## src/design/bst_pkg.sv

```systemverilog
// ----------------------------------------------------------------------------
// bst_pkg
// Shared types, sizes and codes for the counting barrier table.
// ----------------------------------------------------------------------------
package bst_pkg;

   localparam int BARRIERS  = 16;
   localparam int WAITERS   = 32;
   localparam int CLIENTS   = 1024;

   localparam int CMD_W     = 2;
   localparam int BID_W     = 4;
   localparam int CLI_W     = 10;
   localparam int ICNT_W    = 12;
   localparam int ERR_W     = 8;
   localparam int CNT_W     = 14;
   localparam int CONTRIB_W = 13;

   localparam int BAR_W     = (BARRIERS > 1) ? $clog2(BARRIERS) : 1;
   localparam int MAP_W     = $clog2(BARRIERS + 1);
   localparam int FILL_W    = $clog2(WAITERS + 1);
   localparam int WADDR_W   = $clog2(BARRIERS * WAITERS);
   localparam int CADDR_W   = $clog2(CLIENTS);

   localparam logic [CMD_W-1:0] CMD_INIT       = 2'd0;
   localparam logic [CMD_W-1:0] CMD_WAIT       = 2'd1;
   localparam logic [CMD_W-1:0] CMD_DISCONNECT = 2'd2;
   localparam logic [CMD_W-1:0] CMD_CLEAR      = 2'd3;

   localparam logic [ERR_W-1:0] HANGUP_RESET_CODE = 8'd255;
   localparam logic [MAP_W-1:0] MAP_NONE = MAP_W'(BARRIERS);

   localparam logic [1:0] CSR_HANGUP_ADDR = 2'd0;

   typedef enum logic [1:0] {
      OP_BARRIER_INIT,
      OP_BARRIER_WAIT,
      OP_DISCONNECT,
      OP_CLEAR
   } op_type;

   typedef struct packed {
      logic [CMD_W-1:0]  cmd;
      logic [BID_W-1:0]  barrier_id;
      logic [CLI_W-1:0]  client_id;
      logic              stream_client;
      logic [ICNT_W-1:0] init_count;
      logic              no_wait;
      logic [ERR_W-1:0]  error_code;
   } req_type;

   typedef struct packed {
      logic [CLI_W-1:0] client_id_res;
      logic             stream_client_res;
      logic [ERR_W-1:0] result_code;
      logic             rejected;
      logic             last;
   } rsp_type;

   // classified transaction handed from the front to the engine
   typedef struct packed {
      op_type            op;
      logic [BAR_W-1:0]  barrier;
      logic [CLI_W-1:0]  client;
      logic              stream;
      logic [ICNT_W-1:0] count;
      logic              record;
      logic [ERR_W-1:0]  err;
   } op_item_type;

   typedef struct packed {
      logic [CLI_W-1:0]     client;
      logic                 stream;
      logic [CONTRIB_W-1:0] contrib;
   } waiter_type;

   typedef enum logic [3:0] {
      ST_MAP_INIT,
      ST_IDLE,
      ST_EXEC,
      ST_REL_RD,
      ST_REL_OUT,
      ST_MAP_RD,
      ST_MAP_CHK,
      ST_SRCH_RD,
      ST_SRCH_CHK,
      ST_SH_RD,
      ST_SH_WR
   } eng_state_type;

endpackage

```

## src/design/bst_front.sv

```systemverilog
// ----------------------------------------------------------------------------
// bst_front
// Accepts request transactions, classifies them and holds them in a
// two-entry queue for the engine.
// ----------------------------------------------------------------------------
module bst_front import bst_pkg::*; (
   input  logic        clock,
   input  logic        reset,
   input  logic        req_push,
   output logic        req_full,
   input  req_type     req_data,
   output logic        q_valid,
   output op_item_type q_data,
   input  logic        q_pop
);

   op_item_type ent_ff [2];
   logic        wr_ff, rd_ff, wr_in, rd_in;
   logic [1:0]  cnt_ff, cnt_in;
   op_item_type cls;
   logic        drop, enq;

   always_comb begin
      unique case (req_data.cmd)
         CMD_INIT:       cls.op = OP_BARRIER_INIT;
         CMD_WAIT:       cls.op = OP_BARRIER_WAIT;
         CMD_DISCONNECT: cls.op = OP_DISCONNECT;
         default:        cls.op = OP_CLEAR;
      endcase
      cls.barrier = BAR_W'(req_data.barrier_id);
      cls.client  = req_data.client_id;
      cls.stream  = req_data.stream_client;
      cls.count   = req_data.init_count;
      cls.record  = !(req_data.cmd == CMD_INIT && req_data.no_wait);
      cls.err     = req_data.error_code;
      // drop barrier indexes beyond the table
      drop = (req_data.cmd != CMD_DISCONNECT) && (int'(req_data.barrier_id) >= BARRIERS);
   end

   assign req_full = (cnt_ff == 2'd2);
   assign enq      = req_push && !req_full && !drop;
   assign q_valid  = (cnt_ff != 2'd0);
   assign q_data   = ent_ff[rd_ff];

   always_comb begin
      wr_in  = enq ? !wr_ff : wr_ff;
      rd_in  = (q_pop && q_valid) ? !rd_ff : rd_ff;
      cnt_in = cnt_ff + 2'(enq) - 2'(q_pop && q_valid);
   end

   always_ff @(posedge clock) begin
      if (reset) begin
         wr_ff  <= 1'b0;
         rd_ff  <= 1'b0;
         cnt_ff <= 2'd0;
      end else begin
         wr_ff  <= wr_in;
         rd_ff  <= rd_in;
         cnt_ff <= cnt_in;
      end
      if (enq) begin
         ent_ff[wr_ff] <= cls;
      end
   end

endmodule

```

## config.mk

```make
export PLATFORM = sky130hd
export DESIGN_NAME = bst_front
export DESIGN_NICKNAME = d
export VERILOG_FILES = /design/src/design/bst_pkg.sv /design/src/design/bst_front.sv
export SDC_FILE = /design/constraint.sdc
export NUM_CORES = 1
export LEC_CHECK = 0
export BUFFER_PORTS_ARGS = -buffer_cell sky130_fd_sc_hd__buf_2
export CAP_MARGIN = 40
export CORE_AREA = 3 3 104 106
export CTS_CLUSTER_SIZE = 30
export DETAILED_ROUTE_END_ITERATION = 10
export DIE_AREA = 0 0 107 109
export PLACE_DENSITY_LB_ADDON = 0.1
export SLEW_MARGIN = 10
export SYNTH_ARGS = -nofsm -noshare
export SYNTH_HDL_FRONTEND = slang
export SYNTH_SLANG_ARGS = --single-unit
```

## constraint.sdc

```tcl
create_clock -name clock -period 4.09 [get_ports clock]
set_clock_uncertainty 0.15 [all_clocks]
set_input_delay 0.6135 -clock clock [delete_from_list [all_inputs] [get_ports clock]]
set_output_delay 0.6135 -clock clock [all_outputs]
set_load 0.01 [all_outputs]
```

==> impl_metrics.ini, run 1 <==
[die]
die-height_um = 109
start_util_pct = 30.35
die_w_um = 107
die_area_um2 = 11660
rows = 36
ios = 82
coreArea_um2 = 9864

[yosys]
syn_nets = 193
ys_ff_latch = 81
synthTopCellsByArea = edfxtp_1 (76%), mux2_2 (14%), dfxtp_1 (3.3%), ha_1 (0.84%), buf_6 (0.75%)
synth_top_cell_by_area = edfxtp_1
synthCells = 149
synth.distinct_cells = 23
netlist_area_um2 = 2994
synth_top_area_share_pct = 76.22
ys_seq_area_share_pct = 79.57
syn-mean-instance-area_um2 = 20.09
yosysWarnings = 0

[power_and_ir_drop]
p_leak_uw = 0.001409
combPwrFrac_pct = 27.7
seq_power_share_pct = 50.2
ir_worst_vdd_uv = 283.7
powerDensity_nw_per_um2 = 593.4
swShare_pct = 28.83
p_switching_uw = 644.1
p_int_uw = 1590
clock_power_share_pct = 22.1

[timing]
period_needed_ns = 2.571
period_share_pct = 62.86
setup_slack_ns = 1.519
grt_setup_unrepaired = no
worst_pin_slew_ns = 0.6099
finalSetupViolCount = 0
finalHoldViolCount = 0
slew_headroom_pct = 59.34
slew_violations = 0
fin_hold_ws_ns = 0.2986
fmax_mhz = 389.0
finalSetupTns_ns = 0

[clock_network]
hold_buffers = 0
postCtsSetupBuffers = 0
cts-resized-gates = 0
root_buffer = clkbuf_8
cts_sinks = 81
clockBufferDepth = 2
worstSkewPairLatency_ns = 0.34
htree_levels = 3
numCtsBuffers = 9
cts_tree = built
clk_transition_reported_paths_ns = 0.09

[final_layout]
fin_area_um2 = 3765
layout_common_cells = buf_2 (81), edfxtp_1 (76), mux2_2 (38)
drive_gt1_share_pct = 58.44
fin_nets = 282
area_growth_pct = 25.74
diodes = 0
mostFrequentLayoutCell = buf_2
nFillCells = 939
fin_util_pct = 38.17

[min_path]
whs_path_depth = 1
hold_end = ent_ff[1][9]
hp-class = primary input to flip-flop
min-delay-start = req_data[9]

[setup_path]
cp.arrival_ns = 1.81
ff2ff_path_depth = 5
critPathLaunchType = flip-flop
endpoint_kind = primary output
reg2reg_to = ent_ff[0][29]
rrSetupSlack_ns = 2.12
worstPathRequired_ns = 3.33
critical_path_class = flip-flop to primary output
r2r-start = cnt_ff[0]
cp_max_fo = 21

[drt]
drc_errors = 0
route.vias.total = 1527
drtPass1Iterations = 4
vias_per_cell = 4.061
routedWlPerCell_um = 14.59
ant_nets = 0
drt_iter0_markers = 31
drt_wl_total_mm = 5.485

[placement]
dp_hpwl_mm = 3.635
globalplace.congestion = 0.6391
port_buffers = 81
pre_cts_ws_ns = 1.834
place_area_um2 = 3602

[global_route]
grt_usage_pct = 9.938
antenna_found_initial = 0
grt_max_degree = 23
gr-total-overflow = 0
grt_pass1_wl_mm = 8.487
grt_pass1_vias = 1650

[run]
cap_violations = 0

[outcome]
outcome = completed
flip-flops by register name, indices dropped and copies added, names as in the netlist, named ones only:
register  flops
rd_ff         1
wr_ff         1
ent_ff       76
cnt_ff        2
worst max-delay path by stage:
stage,cells past startpoint,endpoint,slack (ns),from
final,3,q_data[17],1.52,flip-flop
after global placement,2,q_data[2],1.72,flip-flop
after floorplan,3,ent_ff[0][0],1.79,req_push
after global routing,3,q_data[17],1.40,flip-flop
after detailed placement,5,ent_ff[0][34],1.83,req_push
after CTS,3,q_data[2],1.45,flip-flop
final cells by class:
type / instances / area, µm² / share of cell area (%)
inverter: 4 / 15.01 / 0.3988
clock buffer: 10 / 127.6 / 3.390
tap: 133 / 166.4 / 4.420
clock inverter: 6 / 35.03 / 0.9305
sequential: 81 / 2384 / 63.31
timing repair buffer: 84 / 480.5 / 12.76
multi-input combinational: 58 / 556.8 / 14.79
cells in the mapped netlist:
| cell | count |
|---|---|
| a21oi_1 | 1 |
| and2_1 | 1 |
| and3_2 | 1 |
| buf_2 | 2 |
| buf_6 | 2 |
| clkbuf_1 | 2 |
| dfxtp_1 | 5 |
| edfxtp_1 | 76 |
| ha_1 | 2 |
| inv_1 | 3 |
| inv_2 | 1 |
| mux2_2 | 38 |
| nand2_1 | 2 |
| nand2b_2 | 1 |
| nor2_1 | 4 |
| nor2b_1 | 1 |
| nor3_1 | 1 |
| o21a_1 | 1 |
| o21ai_0 | 1 |
| or2_2 | 1 |
| or3_1 | 1 |
| xnor2_1 | 1 |
| xor2_1 | 1 |
power groups by stage:
stage	sequential [µW]	combinational [µW]	clock (µW)
finish	1120	618	494
global route	1140	684	555
CTS	1130	639	521
detailed placement	1150	634	0
global placement	1170	565	0
floorplan	1100	410	0
logic make-up after synthesis:
kind of cell,after synthesis,share of synthesized area (%)
flops,81,79.57
mux,38,14.29
simple gates,13,2.299
buf+inv,10,1.839
compound gates,3,0.5848
xor+xnor,2,0.5851
fa+ha+maj,2,0.8356
per-layer routing:
layer / track usage [%] / up-vias / share of wire (%)
met5: 0 / - / 0
met4: 5.479 / 0 / 1.7
met3: 3.848 / 8 / 6.5
met2: 14.16 / 53 / 45
met1: 12.99 / 720 / 46
li1: - / 746 / -
critical path, cell delays in order (launching register included):
cell and delay (ns):
dfxtp_2 0.72, buf_16 0.23, mux2_2 0.36, buf_2 0.14
stage by stage:
stage                     total power (µW)  cells
after floorplan                       1510    149
after global placement                1737    357
after detailed placement              1780    360
after CTS                             2287    376
after global routing                  2380    376
final                                 2234    376
No activity file was read; power rests on OpenSTA's default activity.
==> inputs of run 2 (changes only) <==
--- a/config.mk
+++ b/config.mk
@@ -5,12 +5,13 @@
 export SDC_FILE = /design/constraint.sdc
 export NUM_CORES = 1
 export LEC_CHECK = 0
+export ABC_AREA = 1
 export BUFFER_PORTS_ARGS = -buffer_cell sky130_fd_sc_hd__buf_2
 export CAP_MARGIN = 40
-export CORE_AREA = 3 3 104 106
+export CORE_AREA = 3 3 106 108
 export CTS_CLUSTER_SIZE = 30
 export DETAILED_ROUTE_END_ITERATION = 10
-export DIE_AREA = 0 0 107 109
+export DIE_AREA = 0 0 109 111
 export PLACE_DENSITY_LB_ADDON = 0.1
 export SLEW_MARGIN = 10
 export SYNTH_ARGS = -nofsm -noshare
==> constraint.sdc (replaced) <==
create_clock -name clock -period 2.21 [get_ports clock]
set_clock_uncertainty 0.15 [all_clocks]
set_input_delay 0.3315 -clock clock [delete_from_list [all_inputs] [get_ports clock]]
set_output_delay 0.3315 -clock clock [all_outputs]
set_load 0.01 [all_outputs]
==> impl_metrics.ini, run 2 <==
[power_and_ir_drop]
ir_worst_vdd_uv = 311.1
p_leak_uw = 0.001538
powerDensity_nw_per_um2 = 1068

[global_route]
grt_busiest_layer = met2
gr-usage-met3_pct = 3.494
grt_max_degree = 39
grt_pass1_wl_mm = 8.852
met2_usage_pct = 15.03
antenna_found_initial = 0
met1_usage_pct = 11.91
gr-total-overflow = 0
grt_usage_pct = 9.733
grt_pass1_vias = 1770

[final_layout]
nFillCells = 1019
top_regs = ent_ff: 76 flops, cnt_ff: 2 flops
area_growth_pct = 27.21
mostFrequentLayoutCell = buf_2
fin_util_pct = 38.08
fin_nets = 301
largest_reg_flops = 76
fin_area_um2 = 3931
top_register = ent_ff
diodes = 0
layout_common_cells = buf_2 (81), edfxtp_1 (76), mux2_4 (20)
drive_gt1_share_pct = 53.44

[drt]
drc_errors = 0
drt_wl_total_mm = 5.593
drtPass1Iterations = 4
drt_iter0_markers = 38
ant_nets = 0
routedWlPerCell_um = 14.05
vias_per_cell = 4.073
route.vias.total = 1621

[min_path]
whs_path_depth = 1
hold_end = ent_ff[1][4]
min-delay-start = req_data[4]
hp-class = primary input to flip-flop

[setup_path]
critical_path_class = flip-flop to primary output
endpoint_kind = primary output
cp_max_fo = 23
reg2reg_to = cnt_ff[1]
critPathLaunchType = flip-flop
cp.arrival_ns = 1.55
cp_slowest_stage_delay_ns = 0.40
ff2ff_path_depth = 10
crit_buf_inv = 2
crit_chain = buf_4 -> mux2_2 -> buf_2
rrSetupSlack_ns = 0.51
r2r-start = cnt_ff[0]
path_delay_family = buffers and inverters
worst_path_max_delay_cell = mux2_2
worstPathRequired_ns = 1.73

[clock_network]
clk_transition_reported_paths_ns = 0.08
cts_tree = built
clockBufferDepth = 2
cts-resized-gates = 0
root_buffer = clkbuf_8
worstSkewPairLatency_ns = 0.33
cts_sinks = 81
numCtsBuffers = 9
htree_levels = 3

[yosys]
synthCells = 161
synth_top_area_share_pct = 73.85
synth-edff-count = 76
ys.flop_type = edfxtp_1
syn-mean-instance-area_um2 = 19.20
synth.distinct_cells = 13
synth_top_cell_by_area = edfxtp_1
synthTopCellsByArea = edfxtp_1 (74%), mux2_4 (9.7%), mux2_2 (6.6%), dfxtp_1 (3.2%), inv_1 (1.2%)
ys_ff_latch = 81
yosysWarnings = 0
netlist_area_um2 = 3090
ys_seq_area_share_pct = 77.09
synth_common_cells = edfxtp_1 (76), mux2_4 (20), mux2_2 (18), inv_1 (10), nor2_1 (10)
syn_nets = 205
synth_most_common_cell = edfxtp_1
synthArstFlopShare_pct = 0

[placement]
dp_hpwl_mm = 3.591
place_area_um2 = 3684
globalplace.congestion = 0.7032
port_buffers = 81

[die]
ios = 82
die_area_um2 = 12100
coreArea_um2 = 10320
die_w_um = 109
die-height_um = 111
start_util_pct = 29.94
rows = 37

[timing]
finalHoldViolCount = 0
slew_headroom_pct = 74.61
grt_setup_unrepaired = no
fmax_mhz = 492.1
period_share_pct = 91.95
slew_violations = 0
period_needed_ns = 2.032
worst_pin_slew_ns = 0.3809
finalSetupViolCount = 0
finalSetupTns_ns = 0

[outcome]
outcome = completed

[run]
cap_violations = 0
## run 2: cell types whose count changed in the layout (fill, tap and decap cells not counted), moves of 2 or more
cell | before | now
buf_4 | 0 | 2
nand3_1 | 0 | 3
dlygate4sd3_1 | 0 | 6
inv_1 | 2 | 9
nand2_1 | 2 | 9
buf_16 | 2 | 0
mux2_4 | 0 | 20
nor2_1 | 4 | 9
mux2_2 | 38 | 18
## run 2: layer usage
layer	vias up	wire length [µm]
li1	788	-
met1	764	2363
met4	0	101
met5	-	0
met2	60	2637
met3	9	491
## run 2: layout make-up
class | instances | area [µm²] | share of cell area (%)
Sequential cell | 81 | 2384 | 60.63
Multi-Input combinational cell | 64 | 631.9 | 16.07
Timing Repair Buffer | 91 | 520.5 | 13.24
Tap cell | 136 | 170.2 | 4.328
Clock buffer | 11 | 131.4 | 3.342
Clock inverter | 5 | 56.30 | 1.432
Inverter | 10 | 37.54 | 0.9548
## run 2: through the flow
step / power (µW) / cells / worst slack (ns) / hold WS, ns
CTS: 4303 / 398 / 0.1146 / 0.001065
finish: 4200 / 398 / 0.1779 / 0.02629
floorplan: 2801 / 161 / 0.09210 / 0.2527
global route: 4463 / 398 / 0.08755 / 0.003069
global placement: 3231 / 376 / 0.5017 / 0.3417
detailed placement: 3230 / 376 / 0.5027 / 0.3495
## run 2: repair_timing
action | 4_1_cts | 5_1_grt
buffers inserted | 0 | 0
endpoints found under the setup margin | 0 | 0
hold buffers | 6 | 0
hold endpoints to repair | 10 | 0
## run 2: how the worst max path moves through the flow
stage | from | endpoint | slack [ns] | cells after the start
5_1_grt | flip-flop | q_data[8] | 0.09 | 3
2_1_floorplan | cnt_ff[0] | ent_ff[0][0] | 0.09 | 4
3_5_place_dp | flip-flop | q_data[8] | 0.50 | 3
3_3_place_gp | flip-flop | q_data[8] | 0.50 | 3
6_report | flip-flop | q_data[8] | 0.18 | 3
4_1_cts | flip-flop | q_data[8] | 0.11 | 3
## run 2: cells by family (layout without fill, tap and decap cells)
logic type | count (synthesis) | in the layout | synth area share [%]
adders and majority gates | 2 | 2 | 0.8096
and+or+nand+nor | 22 | 22 | 2.793
AOI/OAI and AO/OA | 2 | 2 | 0.3239
buffers and inverters | 16 | 117 | 2.713
muxes | 38 | 38 | 16.28
DFF | 81 | 81 | 77.09
## run 2: power breakdown
group	internal (µW)	switching (µW)	leakage, µW	total (µW)
clock network	521	512	0.0000933	1030
logic	558	604	0.000695	1160
registers	1940	58.9	0.000749	2000
==> inputs of run 3 (changes only) <==
--- a/config.mk
+++ b/config.mk
@@ -8,10 +8,10 @@
 export ABC_AREA = 1
 export BUFFER_PORTS_ARGS = -buffer_cell sky130_fd_sc_hd__buf_2
 export CAP_MARGIN = 40
-export CORE_AREA = 3 3 106 108
+export CORE_AREA = 2 2 105 107
 export CTS_CLUSTER_SIZE = 30
 export DETAILED_ROUTE_END_ITERATION = 10
-export DIE_AREA = 0 0 109 111
+export DIE_AREA = 0 0 107 109
 export PLACE_DENSITY_LB_ADDON = 0.1
 export SLEW_MARGIN = 10
 export SYNTH_ARGS = -nofsm -noshare
==> impl_metrics.ini, run 3 (synthesized netlist as in run 2, its figures left out) <==
[timing]
setup_slack_ns = 0.2288
slew_headroom_pct = 77.43
slew_violations = 0
grt_setup_unrepaired = no
worst_pin_slew_ns = 0.3385
fmax_mhz = 504.7
finalHoldViolCount = 0
finalSetupViolCount = 0
period_share_pct = 89.65
period_needed_ns = 1.981
finalSetupTns_ns = 0

[final_layout]
layout_common_cells = buf_2 (81), edfxtp_1 (76), mux2_4 (20)
top_regs = ent_ff: 76 flops, cnt_ff: 2 flops
drive_gt1_share_pct = 53.82
fin_area_um2 = 3931
top_register = ent_ff
fin_nets = 301
diodes = 0
largest_reg_flops = 76
mostFrequentLayoutCell = buf_2
area_growth_pct = 27.21
nFillCells = 1019
layout.cells.non_filler = 402

[min_path]
whs_path_depth = 1
hp-class = primary input to flip-flop

[setup_path]
cp.arrival_ns = 1.50
critPathLaunchType = flip-flop
cp_max_fo = 38
worstPathRequired_ns = 1.73
endpoint_kind = primary output
ff2ff_path_depth = 10
critical_path_class = flip-flop to primary output

[power_and_ir_drop]
p_leak_uw = 0.001528
ir_worst_vdd_uv = 408.8
powerDensity_nw_per_um2 = 1053
total_power_uw = 4138

[drt]
drt_wl_total_mm = 5.470
drt_iter0_markers = 28
drc_errors = 0
drtPass1Iterations = 4
routedWlPerCell_um = 13.61
vias_per_cell = 4.117
ant_nets = 0
route.vias.total = 1655

[placement]
place_area_um2 = 3689
dpl.cell_count = 380
globalplace.congestion = 0.6980
dp_hpwl_mm = 3.459
port_buffers = 81
pre_cts_ws_ns = 0.5011

[die]
ios = 82
coreArea_um2 = 10600
die_w_um = 107
die_area_um2 = 11660
start_util_pct = 29.15
die-height_um = 109
rows = 38

[clock_network]
cts_tree = built
cts-resized-gates = 0
clk_transition_reported_paths_ns = 0.08
worstSkewPairLatency_ns = 0.34
cts_sinks = 81
clockBufferDepth = 2
htree_levels = 3
root_buffer = clkbuf_8
numCtsBuffers = 9

[global_route]
gr-usage-met3_pct = 4.005
grt_pass1_wl_mm = 8.418
met1_usage_pct = 10.95
grt_usage_pct = 9.904
gr-total-overflow = 0
grt_pass1_vias = 1709
grt_busiest_layer = met2
grt_max_degree = 39
antenna_found_initial = 0
met2_usage_pct = 16.97

[run]
cap_violations = 0

[outcome]
outcome = completed
==> run 3: cell count changes in the layout (fill, tap and decap cells not counted), sizes merged <==
cell / change
clkinvlp: +2
clkbuf: +1
bufinv: -1
clkinv: -2
==> run 3: repair_timing <==
action                    CTS  global route
buffers inserted            0             0
hold endpoints to repair    6             4
hold buffers                4             2
==> run 3: routing by layer <==
| layer | vias up | share of wire, % |
|---|---|---|
| met5 | - | 0 |
| met4 | 0 | 1.5 |
| met3 | 8 | 6.0 |
| met2 | 47 | 50 |
| met1 | 812 | 42 |
| li1 | 788 | - |
==> run 3: through the flow <==
| step | hold WS (ns) | utilization, % |
|---|---|---|
| 2_1_floorplan | 0.2527 | - |
| 3_3_place_gp | 0.3346 | 34.79 |
| 3_5_place_dp | 0.3437 | 34.79 |
| 4_1_cts | 0.002178 | 36.89 |
| 5_1_grt | 0.0005321 | 37.08 |
| 6_report | 0.02722 | 37.08 |
==> run 3: worst paths after layout <==
path / start / endpoint / slack [ns]
worst max-delay path: flip-flop / q_data[8] / 0.23
worst min-delay path: req_data[5] / ent_ff[0][5] / 0.03
worst min register to register: rd_ff / flip-flop / 0.36
worst max register to register: cnt_ff[0] / cnt_ff[1] / 0.48
==> run 3: cell type report <==
type / instances / area [µm²] / share of cell area, %
Clock buffer: 12 / 155.1 / 3.947
Clock inverter: 4 / 27.53 / 0.7002
Inverter: 10 / 37.54 / 0.9548
Multi-Input combinational cell: 64 / 631.9 / 16.07
Sequential cell: 81 / 2384 / 60.63
Tap cell: 140 / 175.2 / 4.456
Timing Repair Buffer: 91 / 520.5 / 13.24
==> run 3: power breakdown <==
group          leakage (µW)  internal (µW)  switching (µW)
Clock             0.0000846            468             502
Combinational      0.000694            559             604
Sequential         0.000749           1950            60.5
==> run 3: critical path, stage by stage, from the launching register on <==
cell	delay [ns]
dfxtp_2	0.34
buf_12	0.27
mux2_2	0.40
buf_2	0.15
