[src/design/bst_pkg.sv]
// ----------------------------------------------------------------------------
// bst_pkg
// Shared types, sizes and codes for the counting barrier table.
// ----------------------------------------------------------------------------
package bst_pkg;

   localparam int BARRIERS  = 16;
   localparam int WAITERS   = 32;
   localparam int CLIENTS   = 1024;

   localparam int CMD_W     = 2;
   localparam int BID_W     = 4;
   localparam int CLI_W     = 10;
   localparam int ICNT_W    = 12;
   localparam int ERR_W     = 8;
   localparam int CNT_W     = 14;
   localparam int CONTRIB_W = 13;

   localparam int BAR_W     = (BARRIERS > 1) ? $clog2(BARRIERS) : 1;
   localparam int MAP_W     = $clog2(BARRIERS + 1);
   localparam int FILL_W    = $clog2(WAITERS + 1);
   localparam int WADDR_W   = $clog2(BARRIERS * WAITERS);
   localparam int CADDR_W   = $clog2(CLIENTS);

   localparam logic [CMD_W-1:0] CMD_INIT       = 2'd0;
   localparam logic [CMD_W-1:0] CMD_WAIT       = 2'd1;
   localparam logic [CMD_W-1:0] CMD_DISCONNECT = 2'd2;
   localparam logic [CMD_W-1:0] CMD_CLEAR      = 2'd3;

   localparam logic [ERR_W-1:0] HANGUP_RESET_CODE = 8'd255;
   localparam logic [MAP_W-1:0] MAP_NONE = MAP_W'(BARRIERS);

   localparam logic [1:0] CSR_HANGUP_ADDR = 2'd0;

   typedef enum logic [1:0] {
      OP_BARRIER_INIT,
      OP_BARRIER_WAIT,
      OP_DISCONNECT,
      OP_CLEAR
   } op_type;

   typedef struct packed {
      logic [CMD_W-1:0]  cmd;
      logic [BID_W-1:0]  barrier_id;
      logic [CLI_W-1:0]  client_id;
      logic              stream_client;
      logic [ICNT_W-1:0] init_count;
      logic              no_wait;
      logic [ERR_W-1:0]  error_code;
   } req_type;

   typedef struct packed {
      logic [CLI_W-1:0] client_id_res;
      logic             stream_client_res;
      logic [ERR_W-1:0] result_code;
      logic             rejected;
      logic             last;
   } rsp_type;

   // classified transaction handed from the front to the engine
   typedef struct packed {
      op_type            op;
      logic [BAR_W-1:0]  barrier;
      logic [CLI_W-1:0]  client;
      logic              stream;
      logic [ICNT_W-1:0] count;
      logic              record;
      logic [ERR_W-1:0]  err;
   } op_item_type;

   typedef struct packed {
      logic [CLI_W-1:0]     client;
      logic                 stream;
      logic [CONTRIB_W-1:0] contrib;
   } waiter_type;

   typedef enum logic [3:0] {
      ST_MAP_INIT,
      ST_IDLE,
      ST_EXEC,
      ST_REL_RD,
      ST_REL_OUT,
      ST_MAP_RD,
      ST_MAP_CHK,
      ST_SRCH_RD,
      ST_SRCH_CHK,
      ST_SH_RD,
      ST_SH_WR
   } eng_state_type;

endpackage

[src/design/bst_rsp_fifo.sv]
// ----------------------------------------------------------------------------
// bst_rsp_fifo
// Four-entry result queue between the engine and the result port.
// ----------------------------------------------------------------------------
module bst_rsp_fifo import bst_pkg::*; (
   input  logic    clock,
   input  logic    reset,
   input  logic    push,
   input  rsp_type push_data,
   output logic    full,
   input  logic    pop,
   output logic    empty,
   output rsp_type pop_data
);

   rsp_type    mem_ff [4];
   logic [1:0] wr_ff, rd_ff;
   logic [2:0] cnt_ff, cnt_in;
   logic       do_push, do_pop;

   assign full     = (cnt_ff == 3'd4);
   assign empty    = (cnt_ff == 3'd0);
   assign pop_data = mem_ff[rd_ff];
   assign do_push  = push && !full;
   assign do_pop   = pop && !empty;
   assign cnt_in   = cnt_ff + 3'(do_push) - 3'(do_pop);

   always_ff @(posedge clock) begin
      if (reset) begin
         wr_ff  <= 2'd0;
         rd_ff  <= 2'd0;
         cnt_ff <= 3'd0;
      end else begin
         if (do_push) wr_ff <= wr_ff + 2'd1;
         if (do_pop)  rd_ff <= rd_ff + 2'd1;
         cnt_ff <= cnt_in;
      end
      if (do_push) begin
         mem_ff[wr_ff] <= push_data;
      end
   end

endmodule

[config.mk]
export PLATFORM = sky130hd
export DESIGN_NAME = bst_rsp_fifo
export DESIGN_NICKNAME = d
export VERILOG_FILES = /design/src/design/bst_pkg.sv /design/src/design/bst_rsp_fifo.sv
export SDC_FILE = /design/constraint.sdc
export NUM_CORES = 1
export LEC_CHECK = 0
export ABC_AREA = 1
export BUFFER_PORTS_ARGS = -buffer_cell sky130_fd_sc_hd__buf_2
export CAP_MARGIN = 20
export CORE_MARGIN = 5
export CORE_UTILIZATION = 57
export CTS_CLUSTER_SIZE = 25
export DETAILED_ROUTE_END_ITERATION = 12
export PLACE_DENSITY = 0.79
export SYNTH_ARGS = -nofsm -noshare
export SYNTH_HDL_FRONTEND = slang
export SYNTH_SLANG_ARGS = --single-unit
[constraint.sdc]
create_clock -name clock -period 4.4 [get_ports clock]
set_clock_uncertainty 0.05 [all_clocks]
set_input_delay 0.88 -clock clock [delete_from_list [all_inputs] [get_ports clock]]
set_output_delay 0.88 -clock clock [all_outputs]
set_load 0.05 [all_outputs]
==> impl_metrics.env, run 1 <==
export IMPL_status="finished clean"
export IMPL_cts_clk_slew_worst_paths_ps=80
export IMPL_cp_max_fo=26
export IMPL_rsz0062_at_grt="no"
export IMPL_min_period_ps=3100
export IMPL_maxUsedRoutingLayer="met4"
export IMPL_dr_first_iter_drc_count=132
export IMPL_wl_met1_mm=2.67
export IMPL_synth_simple_area_share=0.0786
export IMPL_antenna_found_initial=0
export IMPL_clk_latency_ps=350
export IMPL_grt_pass1_wl_mm=10.6
export IMPL_cts_buffers=9
export IMPL_cts_resized=0
export IMPL_gr_total_overflow=0
export IMPL_crit_type="flop to primary output"
export IMPL_power_density_nw_per_um2=632
export IMPL_postSynthCellCount=273
export IMPL_cp_end_kind="primary output"
export IMPL_drive_gt1_frac=0.250
export IMPL_setup_slack_ps=1300
export IMPL_wl_met2_mm=3.23
export IMPL_design_area_um2=4180
export IMPL_slew_headroom=0.507
export IMPL_clockBufferDepth=2
export IMPL_htree_num_levels=3
export IMPL_area_growth_pct=14.1
export IMPL_diodes=0
export IMPL_holdBufCountCts=0
export IMPL_synth_area_top_cells="edfxtp_1 69%, nor2_1 5.4%, dfxtp_1 4.9%, o22ai_1 3.2%, o21ai_0 3.1%"
export IMPL_synth_xor_area_frac=0
export IMPL_total_power_mw=2.64
export IMPL_synth_mux_area_fraction=0
export IMPL_rows=29
export IMPL_cts_setup_buffers=0
export IMPL_core_area_um2=6310
export IMPL_synth_seq_cells=93
export IMPL_dpl_hpwl_mm=3.96
export IMPL_yosysTopAreaCellShare=0.689
export IMPL_nets=355
export IMPL_syn_cell_area_um2=3660
export IMPL_drc_errors=0
export IMPL_crit_arrival_ps=2170
export IMPL_holdPathStages=2
export IMPL_synth_edf_count=84
export IMPL_worst_pin_slew_ps=739
export IMPL_synth_top_area_cell="edfxtp_1"
export IMPL_hold_violations=0
export IMPL_ant_nets=0
export IMPL_chipHeight_um=90.1
export IMPL_ys_types=20
export IMPL_tns_ps=0
export IMPL_synth_fa_ha_area_frac=0.0260
export IMPL_die_x_um=90.1
export IMPL_placed_cells=387
export IMPL_synth_seq_area_share=0.738
export IMPL_finalNonFillerCells=405
export IMPL_synth_area_per_cell_um2=13.4
export IMPL_grt_util_all_layers=0.166
export IMPL_max_cap_violations=0
export IMPL_routed_via_count=2194
export IMPL_seqPwrFrac=0.430
export IMPL_rr_worst_depth=9
export IMPL_via_per_inst=5.42
export IMPL_syn_num_nets=305
export IMPL_finalSetupViolCount=0
export IMPL_combPwrFrac=0.338
export IMPL_synthArstFlopShare=0
export IMPL_synth_warnings=0
export IMPL_wl_per_cell_um=15.9
export IMPL_met3WireLength_um=378
export IMPL_p_leak_nw=1.54
export IMPL_die_area_um2=8130
export IMPL_yosysMostFrequentCell="edfxtp_1"
export IMPL_crit_required_ps=3470
export IMPL_p_clk_frac=0.232
export IMPL_holdWs_ps=467
export IMPL_gp_congestion=0.763
export IMPL_grt_pass1_vias=2262
export IMPL_synth_compound_area_frac=0.104
export IMPL_dpl_instance_area_um2=3910
export IMPL_clock_root_buffer="clkbuf_8"
export IMPL_finalCritPeriodShare=0.705
export IMPL_fin_util=0.662
export IMPL_cts_tree="yes"
export IMPL_routed_wirelength_mm=6.42
export IMPL_io_pins=48
export IMPL_p_sw_mw=1.02
export IMPL_dp_slack_ps=1700
export IMPL_synth_top_family_by_area="compound AO/OA/AOI/OAI gates"
export IMPL_dr_pass1_iters=4
export IMPL_critPathLaunchType="flop"
export IMPL_p_int_mw=1.62
export IMPL_max_clock_freq_ghz=0.322
export IMPL_cts_sinks=93
export IMPL_vdd_drop_max_v=0.000465
export IMPL_initial_core_util=0.580
export IMPL_sw_frac_of_total=0.388
export IMPL_synth_top_cells_by_count="84 x edfxtp_1, 53 x nor2_1, 23 x o21ai_0, 19 x o21ai_1, 19 x o22ai_1"
export IMPL_synth_ff_type="edfxtp_1"
export IMPL_port_buffers=47
export IMPL_grt_max_degree=43
export IMPL_report_final_slew_viol_count=0
export IMPL_min_path_type="flop to flop"
logic make-up after synthesis:
logic type / Yosys count
simple gates: 72
buf+inv: 33
flops: 93
compound gates: 68
fa+ha+maj: 7
area by class of cell:
| cell class | count | area (um2) |
|---|---|---|
| inverters | 20 | 82.6 |
| clock inverters | 7 | 100 |
| fillers | 453 | 2140 |
| multi-input cells | 147 | 772 |
| repair buffers | 52 | 300 |
| well taps | 77 | 96.3 |
| flip-flops and latches | 93 | 2700 |
| clock buffers | 9 | 124 |
cells in the final DEF (no fill, tap or decap), drive strengths merged:
master and instances:
o21ai 42, clkinv 2, nand2 12, dfxtp 9
clkinvlp 3, inv 20, fa 1, nor2 56
o22ai 21, buf 52, nand3 4, clkbuf 9
a21oi 5, ha 6, edfxtp 84, bufinv 2
sequential cells by signal (all words and copies together), names as in the netlist, named ones only:
name    cells
rd_ff       2
mem_ff     84
cnt_ff      3
wr_ff       2
worst max-delay path, stage by stage (launching register included):
cell	delay, ps
dfxtp_1	750
buf_4	390
o21ai_0	130
o22ai_1	250
buf_2	300
power groups by stage:
stage | logic (mW) | registers, mW | clock network [mW]
2_1_floorplan | 0.740 | 1.13 | 0
3_3_place_gp | 0.865 | 1.15 | 0
3_5_place_dp | 0.884 | 1.16 | 0
4_1_cts | 0.885 | 1.14 | 0.619
5_1_grt | 0.970 | 1.15 | 0.658
6_report | 0.894 | 1.13 | 0.612
path summary, 6_finish.rpt:
kind                               from                    end  slack, ps
setup / recovery                   flop            pop_data[5]       1300
hold / removal    rd_ff[0]$_SDFFE_PP0P_  rd_ff[0]$_SDFFE_PP0P_        470
setup reg to reg   cnt_ff[1]$_SDFF_PP0_   cnt_ff[2]$_SDFF_PP0_       2370
hold reg to reg   rd_ff[0]$_SDFFE_PP0P_  rd_ff[0]$_SDFFE_PP0P_        470
per-layer routing:
metal  track usage  vias to the layer above
li1              -                     1078
met4        0.0868                        0
met3        0.0409                       13
met5             0                        -
met2         0.283                       59
met1         0.194                     1044
Note: power is estimated with default switching activity, not from simulation.
==> run 2: changes to the inputs <==
--- a/config.mk
+++ b/config.mk
@@ -5,14 +5,14 @@
 export SDC_FILE = /design/constraint.sdc
 export NUM_CORES = 1
 export LEC_CHECK = 0
-export ABC_AREA = 1
+export ABC_AREA = 0
 export BUFFER_PORTS_ARGS = -buffer_cell sky130_fd_sc_hd__buf_2
 export CAP_MARGIN = 20
 export CORE_MARGIN = 5
-export CORE_UTILIZATION = 57
+export CORE_UTILIZATION = 51
 export CTS_CLUSTER_SIZE = 25
 export DETAILED_ROUTE_END_ITERATION = 12
-export PLACE_DENSITY = 0.79
+export PLACE_DENSITY = 0.75
 export SYNTH_ARGS = -nofsm -noshare
 export SYNTH_HDL_FRONTEND = slang
 export SYNTH_SLANG_ARGS = --single-unit
==> constraint.sdc (replaced) <==
create_clock -name clock -period 2.8 [get_ports clock]
set_clock_uncertainty 0.05 [all_clocks]
set_input_delay 0.56 -clock clock [delete_from_list [all_inputs] [get_ports clock]]
set_output_delay 0.56 -clock clock [all_outputs]
set_load 0.05 [all_outputs]
==> run 2 against run 1 <==
  * Count of clock-buffer cells in the layout unchanged
  * Flip-flop and latch count unchanged
  * Cell count decreased by 25%
  * Non-clock buffer count increased by 1
  * Critical endpoint is now pop_data[19]
  * Largest power group unchanged
  * Critical path type unchanged
  * Utilization decreased by 5.9 points
==> impl_metrics.env, run 2 <==
export IMPL_met3WireLength_um=223
export IMPL_report_final_slew_viol_count=0
export IMPL_multi_input_area_um2=736
export IMPL_io_pins=48
export IMPL_min_from="push_data[20]"
export IMPL_cp_end_kind="primary output"
export IMPL_power_density_nw_per_um2=970
export IMPL_synth_top_area_cell="edfxtp_1"
export IMPL_yosysTopAreaCellShare=0.720
export IMPL_slew_headroom=0.724
export IMPL_antenna_found_initial=0
export IMPL_r2r_slack_ps=490
export IMPL_drc_errors=0
export IMPL_grt_util_all_layers=0.134
export IMPL_synth_seq_cells=93
export IMPL_combPwrFrac=0.322
export IMPL_synth_top_family_by_area="multiplexers"
export IMPL_crit_required_ps=2190
export IMPL_grt_max_degree=22
export IMPL_maxUsedRoutingLayer="met4"
export IMPL_cts_setup_buffers=0
export IMPL_max_cap_violations=0
export IMPL_grt_pass1_vias=1713
export IMPL_synth_fa_ha_area_frac=0.0271
export IMPL_sw_frac_of_total=0.344
export IMPL_rows=30
export IMPL_path_buf_inv=2
export IMPL_wl_per_cell_um=17.2
export IMPL_r2r_start="cnt_ff[1]$_SDFF_PP0_"
export IMPL_wl_met2_mm=2.73
export IMPL_min_period_ps=2450
export IMPL_largestRegisters="mem_ff (84), cnt_ff (3)"
export IMPL_worst_pin_slew_ps=415
export IMPL_synth_area_per_cell_um2=21.9
export IMPL_timing_rr_end="cnt_ff[2]$_SDFF_PP0_"
export IMPL_finalCritPeriodShare=0.876
export IMPL_ant_nets=0
export IMPL_seq_area_um2=2700
export IMPL_critPathLaunchType="flop"
export IMPL_p_sw_mw=1.36
export IMPL_synth_top_cells_by_count="84 x edfxtp_1, 21 x mux4_2, 9 x dfxtp_1, 8 x inv_1, 6 x ha_1"
export IMPL_p_leak_nw=1.43
export IMPL_vdd_drop_max_v=0.000562
export IMPL_layout_common_cells="84 x edfxtp_1, 47 x buf_2, 21 x mux4_2"
export IMPL_p_int_mw=2.59
export IMPL_clock_root_buffer="clkbuf_8"
export IMPL_crit_slowest_cell="mux4_2"
export IMPL_holdPathEnd="mem_ff[1][20]$_DFFE_PP_"
export IMPL_clk_latency_ps=350
export IMPL_crit_type="flop to primary output"
export IMPL_cts_tree="yes"
export IMPL_syn_num_nets=192
export IMPL_postSynthCellCount=160
export IMPL_finalSetupViolCount=0
export IMPL_synth_simple_area_share=0.0296
export IMPL_synth_xor_area_frac=0.00750
export IMPL_die_area_um2=8630
export IMPL_layout_commonest_cell="edfxtp_1"
export IMPL_dr_pass1_iters=4
export IMPL_slowest_delay_ps=570
export IMPL_hold_violations=0
export IMPL_nets=251
export IMPL_synth_edf_count=84
export IMPL_cts_sinks=93
export IMPL_synth_seq_area_share=0.771
export IMPL_cts_clk_slew_worst_paths_ps=90
export IMPL_die_x_um=92.9
export IMPL_gp_congestion=0.738
export IMPL_dr_first_iter_drc_count=43
export IMPL_largest_register="mem_ff"
export IMPL_rr_worst_depth=10
export IMPL_grt_pass1_wl_mm=8.42
export IMPL_synth_ff_type="edfxtp_1"
export IMPL_port_buffers=47
export IMPL_core_area_um2=6760
export IMPL_num_fill_cells=499
export IMPL_largest_reg_flops=84
export IMPL_clockBufferDepth=2
export IMPL_htree_num_levels=3
export IMPL_initial_core_util=0.519
export IMPL_fin_util=0.603
export IMPL_routed_via_count=1583
export IMPL_routed_wirelength_mm=5.22
export IMPL_tns_ps=0
export IMPL_synth_compound_area_frac=0.00785
export IMPL_chipHeight_um=92.9
export IMPL_seqPwrFrac=0.437
export IMPL_crit_arrival_ps=1840
export IMPL_diodes=0
export IMPL_holdPathStages=1
export IMPL_dpl_hpwl_mm=3.31
export IMPL_gr_total_overflow=0
export IMPL_min_path_type="primary input to flop"
export IMPL_ys_types=23
export IMPL_wl_met1_mm=2.16
export IMPL_area_growth_pct=16.2
export IMPL_rsz0062_at_grt="no"
export IMPL_cts_buffers=9
export IMPL_p_clk_frac=0.241
export IMPL_yosysMostFrequentCell="edfxtp_1"
export IMPL_status="finished clean"
export IMPL_synth_area_top_cells="edfxtp_1 72%, mux4_2 13%, dfxtp_1 5.1%, ha_1 2.1%, inv_1 0.86%"
export IMPL_cp_top_family="buffers and inverters"
export IMPL_cp_max_fo=21
export IMPL_cts_resized=0
export IMPL_synthArstFlopShare=0
export IMPL_synth_mux_area_fraction=0.138
export IMPL_via_per_inst=5.21
export IMPL_path_cells="buf_4, mux4_2, buf_2"
export IMPL_syn_cell_area_um2=3500
export IMPL_max_clock_freq_ghz=0.408
export IMPL_drive_gt1_frac=0.415
export IMPL_synth_warnings=0
export IMPL_holdBufCountCts=0
==> run 2: area by class of cell <==
class                           count  area share
Clock inverter                      7      0.0243
Multi-Input combinational cell     54       0.181
Clock buffer                        9      0.0304
Tap cell                           80      0.0246
Sequential cell                    93       0.664
Timing Repair Buffer               53      0.0688
Inverter                            8     0.00737
==> run 2: cell families after synthesis <==
family / count (synthesis)
compound gates: 5
xor+xnor: 3
fa+ha+maj: 7
buf+inv: 13
flops: 93
mux: 22
simple gates: 17
==> run 2: power groups by stage <==
| stage | Combinational (mW) | Sequential, mW | Clock [mW] |
|---|---|---|---|
| after floorplan | 1.05 | 1.75 | 0 |
| after global placement | 1.29 | 1.75 | 0 |
| after detailed placement | 1.29 | 1.76 | 0 |
| after CTS | 1.30 | 1.73 | 0.981 |
| after global routing | 1.35 | 1.74 | 1.04 |
| final | 1.27 | 1.73 | 0.952 |
==> run 2: worst register-to-register path: cells and delay by family (launching register included) <==
kind | cells | cell delay, ps
flops | 1 | 450
buf+inv | 2 | 120
simple gates | 3 | 420
xor+xnor | 2 | 330
fa+ha+maj | 3 | 840
==> run 2: through the flow <==
stage	worst slack, ps	cells	power, mW	cell area, um2	hold WS (ps)
2_1_floorplan	163	160	2.80	3500	409
3_3_place_gp	381	288	3.04	3850	427
3_5_place_dp	334	288	3.05	3850	430
4_1_cts	291	304	4.01	4070	343
5_1_grt	208	304	4.14	4070	348
6_report	348	304	3.95	4070	366
==> run 2: worst max-delay path by stage <==
stage | start | to | slack [ps] | cells past startpoint
detailed placement | push | cnt_ff[2]$_SDFF_PP0_ | 330 | 11
floorplan | cnt_ff[2]$_SDFF_PP0_ | cnt_ff[2]$_SDFF_PP0_ | 160 | 10
finish | flop | pop_data[19] | 350 | 3
global placement | push | cnt_ff[2]$_SDFF_PP0_ | 380 | 11
global route | flop | pop_data[16] | 210 | 3
CTS | flop | pop_data[19] | 290 | 3
==> run 2: routing by layer <==
metal,global-route usage,up-vias
li1,-,754
met1,0.161,788
met2,0.219,32
met3,0.0366,9
met4,0.0733,0
met5,0,-
==> run 3: changes to the inputs <==
--- a/config.mk
+++ b/config.mk
@@ -9,10 +9,11 @@
 export BUFFER_PORTS_ARGS = -buffer_cell sky130_fd_sc_hd__buf_2
 export CAP_MARGIN = 20
 export CORE_MARGIN = 5
-export CORE_UTILIZATION = 51
+export CORE_UTILIZATION = 53
+export CTS_BUF_LIST = sky130_fd_sc_hd__clkbuf_8
 export CTS_CLUSTER_SIZE = 25
 export DETAILED_ROUTE_END_ITERATION = 12
-export PLACE_DENSITY = 0.75
+export PLACE_DENSITY = 0.77
 export SYNTH_ARGS = -nofsm -noshare
 export SYNTH_HDL_FRONTEND = slang
 export SYNTH_SLANG_ARGS = --single-unit
==> run 3 against run 2 <==
  * Critical path depth is the same
  * Critical endpoint unchanged
  * Critical path type unchanged
  * Utilization increased by 2.6 points
  * Non-clock buffer count stayed put
  * Largest cell class unchanged
==> impl_metrics.env, run 3 (same netlist as run 2, synthesis figures left out) <==
export IMPL_met1_usage=0.182
export IMPL_combPwrFrac=0.341
export IMPL_drc_errors=0
export IMPL_holdPathEnd="mem_ff[2][2]$_DFFE_PP_"
export IMPL_timing_rr_end="cnt_ff[2]$_SDFF_PP0_"
export IMPL_largest_register="mem_ff"
export IMPL_drive_gt1_frac=0.411
export IMPL_chipHeight_um=91.3
export IMPL_clock_root_buffer="clkbuf_8"
export IMPL_routed_via_count=1602
export IMPL_tns_ps=0
export IMPL_seqPwrFrac=0.461
export IMPL_via_per_inst=5.32
export IMPL_p_int_mw=2.40
export IMPL_crit_type="flop to primary output"
export IMPL_cts_tree="yes"
export IMPL_rows=29
export IMPL_htree_num_levels=3
export IMPL_finalCritPeriodShare=0.875
export IMPL_holdBufCountCts=0
export IMPL_cts_buffers=9
export IMPL_grt_busiest_layer="met2"
export IMPL_p_leak_nw=1.40
export IMPL_num_fill_cells=457
export IMPL_dpl_instance_area_um2=3850
export IMPL_grtUsageMet3=0.0339
export IMPL_r2r_start="cnt_ff[2]$_SDFF_PP0_"
export IMPL_antenna_found_initial=0
export IMPL_status="finished clean"
export IMPL_power_density_nw_per_um2=933
export IMPL_gr_total_overflow=0
export IMPL_layout_common_cells="84 x edfxtp_1, 47 x buf_2, 21 x mux4_2"
export IMPL_crit_required_ps=2190
export IMPL_die_x_um=91.3
export IMPL_cts_setup_buffers=0
export IMPL_use_met2=0.216
export IMPL_cts_clk_slew_worst_paths_ps=90
export IMPL_dr_first_iter_drc_count=47
export IMPL_grt_pass1_vias=1642
export IMPL_min_from="push_data[2]"
export IMPL_routed_wirelength_mm=5.28
export IMPL_p_clk_frac=0.198
export IMPL_nets=251
export IMPL_max_cap_violations=0
export IMPL_diodes=0
export IMPL_grt_pass1_wl_mm=8.60
export IMPL_cp_max_fo=21
export IMPL_sw_frac_of_total=0.358
export IMPL_vdd_drop_max_v=0.000487
export IMPL_r2r_slack_ps=510
export IMPL_min_path_type="primary input to flop"
export IMPL_grt_max_degree=22
export IMPL_gp_congestion=0.707
export IMPL_area_growth_pct=14.5
export IMPL_min_period_ps=2450
export IMPL_cts_resized=0
export IMPL_layout_commonest_cell="edfxtp_1"
export IMPL_finalSetupViolCount=0
export IMPL_critPathLaunchType="flop"
export IMPL_crit_arrival_ps=1840
export IMPL_dr_pass1_iters=4
export IMPL_worst_pin_slew_ps=423
export IMPL_p_sw_mw=1.34
export IMPL_slew_headroom=0.718
export IMPL_grt_util_all_layers=0.137
export IMPL_dpl_hpwl_mm=3.40
export IMPL_io_pins=48
export IMPL_cts_sinks=93
export IMPL_largestRegisters="mem_ff (84), cnt_ff (3)"
export IMPL_rsz0062_at_grt="no"
export IMPL_core_area_um2=6390
export IMPL_ant_nets=0
export IMPL_clk_latency_ps=330
export IMPL_cp_end_kind="primary output"
export IMPL_clockBufferDepth=2
export IMPL_max_clock_freq_ghz=0.408
export IMPL_initial_core_util=0.549
export IMPL_hold_violations=0
export IMPL_port_buffers=47
export IMPL_holdPathStages=1
export IMPL_largest_reg_flops=84
export IMPL_wl_per_cell_um=17.5
export IMPL_design_area_um2=4010
export IMPL_report_final_slew_viol_count=0
export IMPL_rr_worst_depth=10
export IMPL_die_area_um2=8340
==> run 3: how the worst max path moves through the flow <==
stage,endpoint,slack [ps]
after floorplan,cnt_ff[2]$_SDFF_PP0_,160
after global placement,cnt_ff[2]$_SDFF_PP0_,380
after detailed placement,cnt_ff[2]$_SDFF_PP0_,340
after CTS,pop_data[0],290
after global routing,pop_data[0],220
final,pop_data[19],350
==> run 3: critical path, stage by stage, from the launching register on <==
cell     delay (ps)
dfxtp_2         320
buf_4           370
mux4_2          580
buf_2           230
==> run 3: layout make-up <==
cell class | instances | area, um2 | share of cell area
Clock buffer | 9 | 124 | 0.0309
Clock inverter | 7 | 42.5 | 0.0106
Inverter | 8 | 30.0 | 0.00748
Multi-Input combinational cell | 54 | 736 | 0.183
Sequential cell | 93 | 2700 | 0.674
Tap cell | 77 | 96.3 | 0.0240
Timing Repair Buffer | 53 | 280 | 0.0698
==> run 3: per-stage QoR <==
stage | utilization | power (mW) | hold WS, ps | std cells | setup WS, ps
4_1_cts | 0.628 | 3.80 | 364 | 301 | 290
2_1_floorplan | - | 2.80 | 409 | 160 | 163
6_report | 0.628 | 3.74 | 383 | 301 | 349
5_1_grt | 0.628 | 3.95 | 359 | 301 | 223
3_5_place_dp | 0.602 | 3.06 | 442 | 285 | 342
3_3_place_gp | 0.602 | 3.04 | 434 | 285 | 385
==> run 3: metal layers <==
layer / up-vias / wire length (um) / share of wire
li1: 755 / - / -
met1: 807 / 2310 / 0.44
met2: 31 / 2670 / 0.51
met3: 9 / 211 / 0.040
met4: 0 / 85 / 0.016
met5: - / 0 / 0
==> run 3: power by group through the flow <==
stage,registers [mW],logic (mW),clock network [mW]
global placement,1.75,1.29,0
finish,1.73,1.28,0.741
CTS,1.73,1.30,0.773
global route,1.74,1.36,0.840
detailed placement,1.76,1.30,0
floorplan,1.75,1.05,0
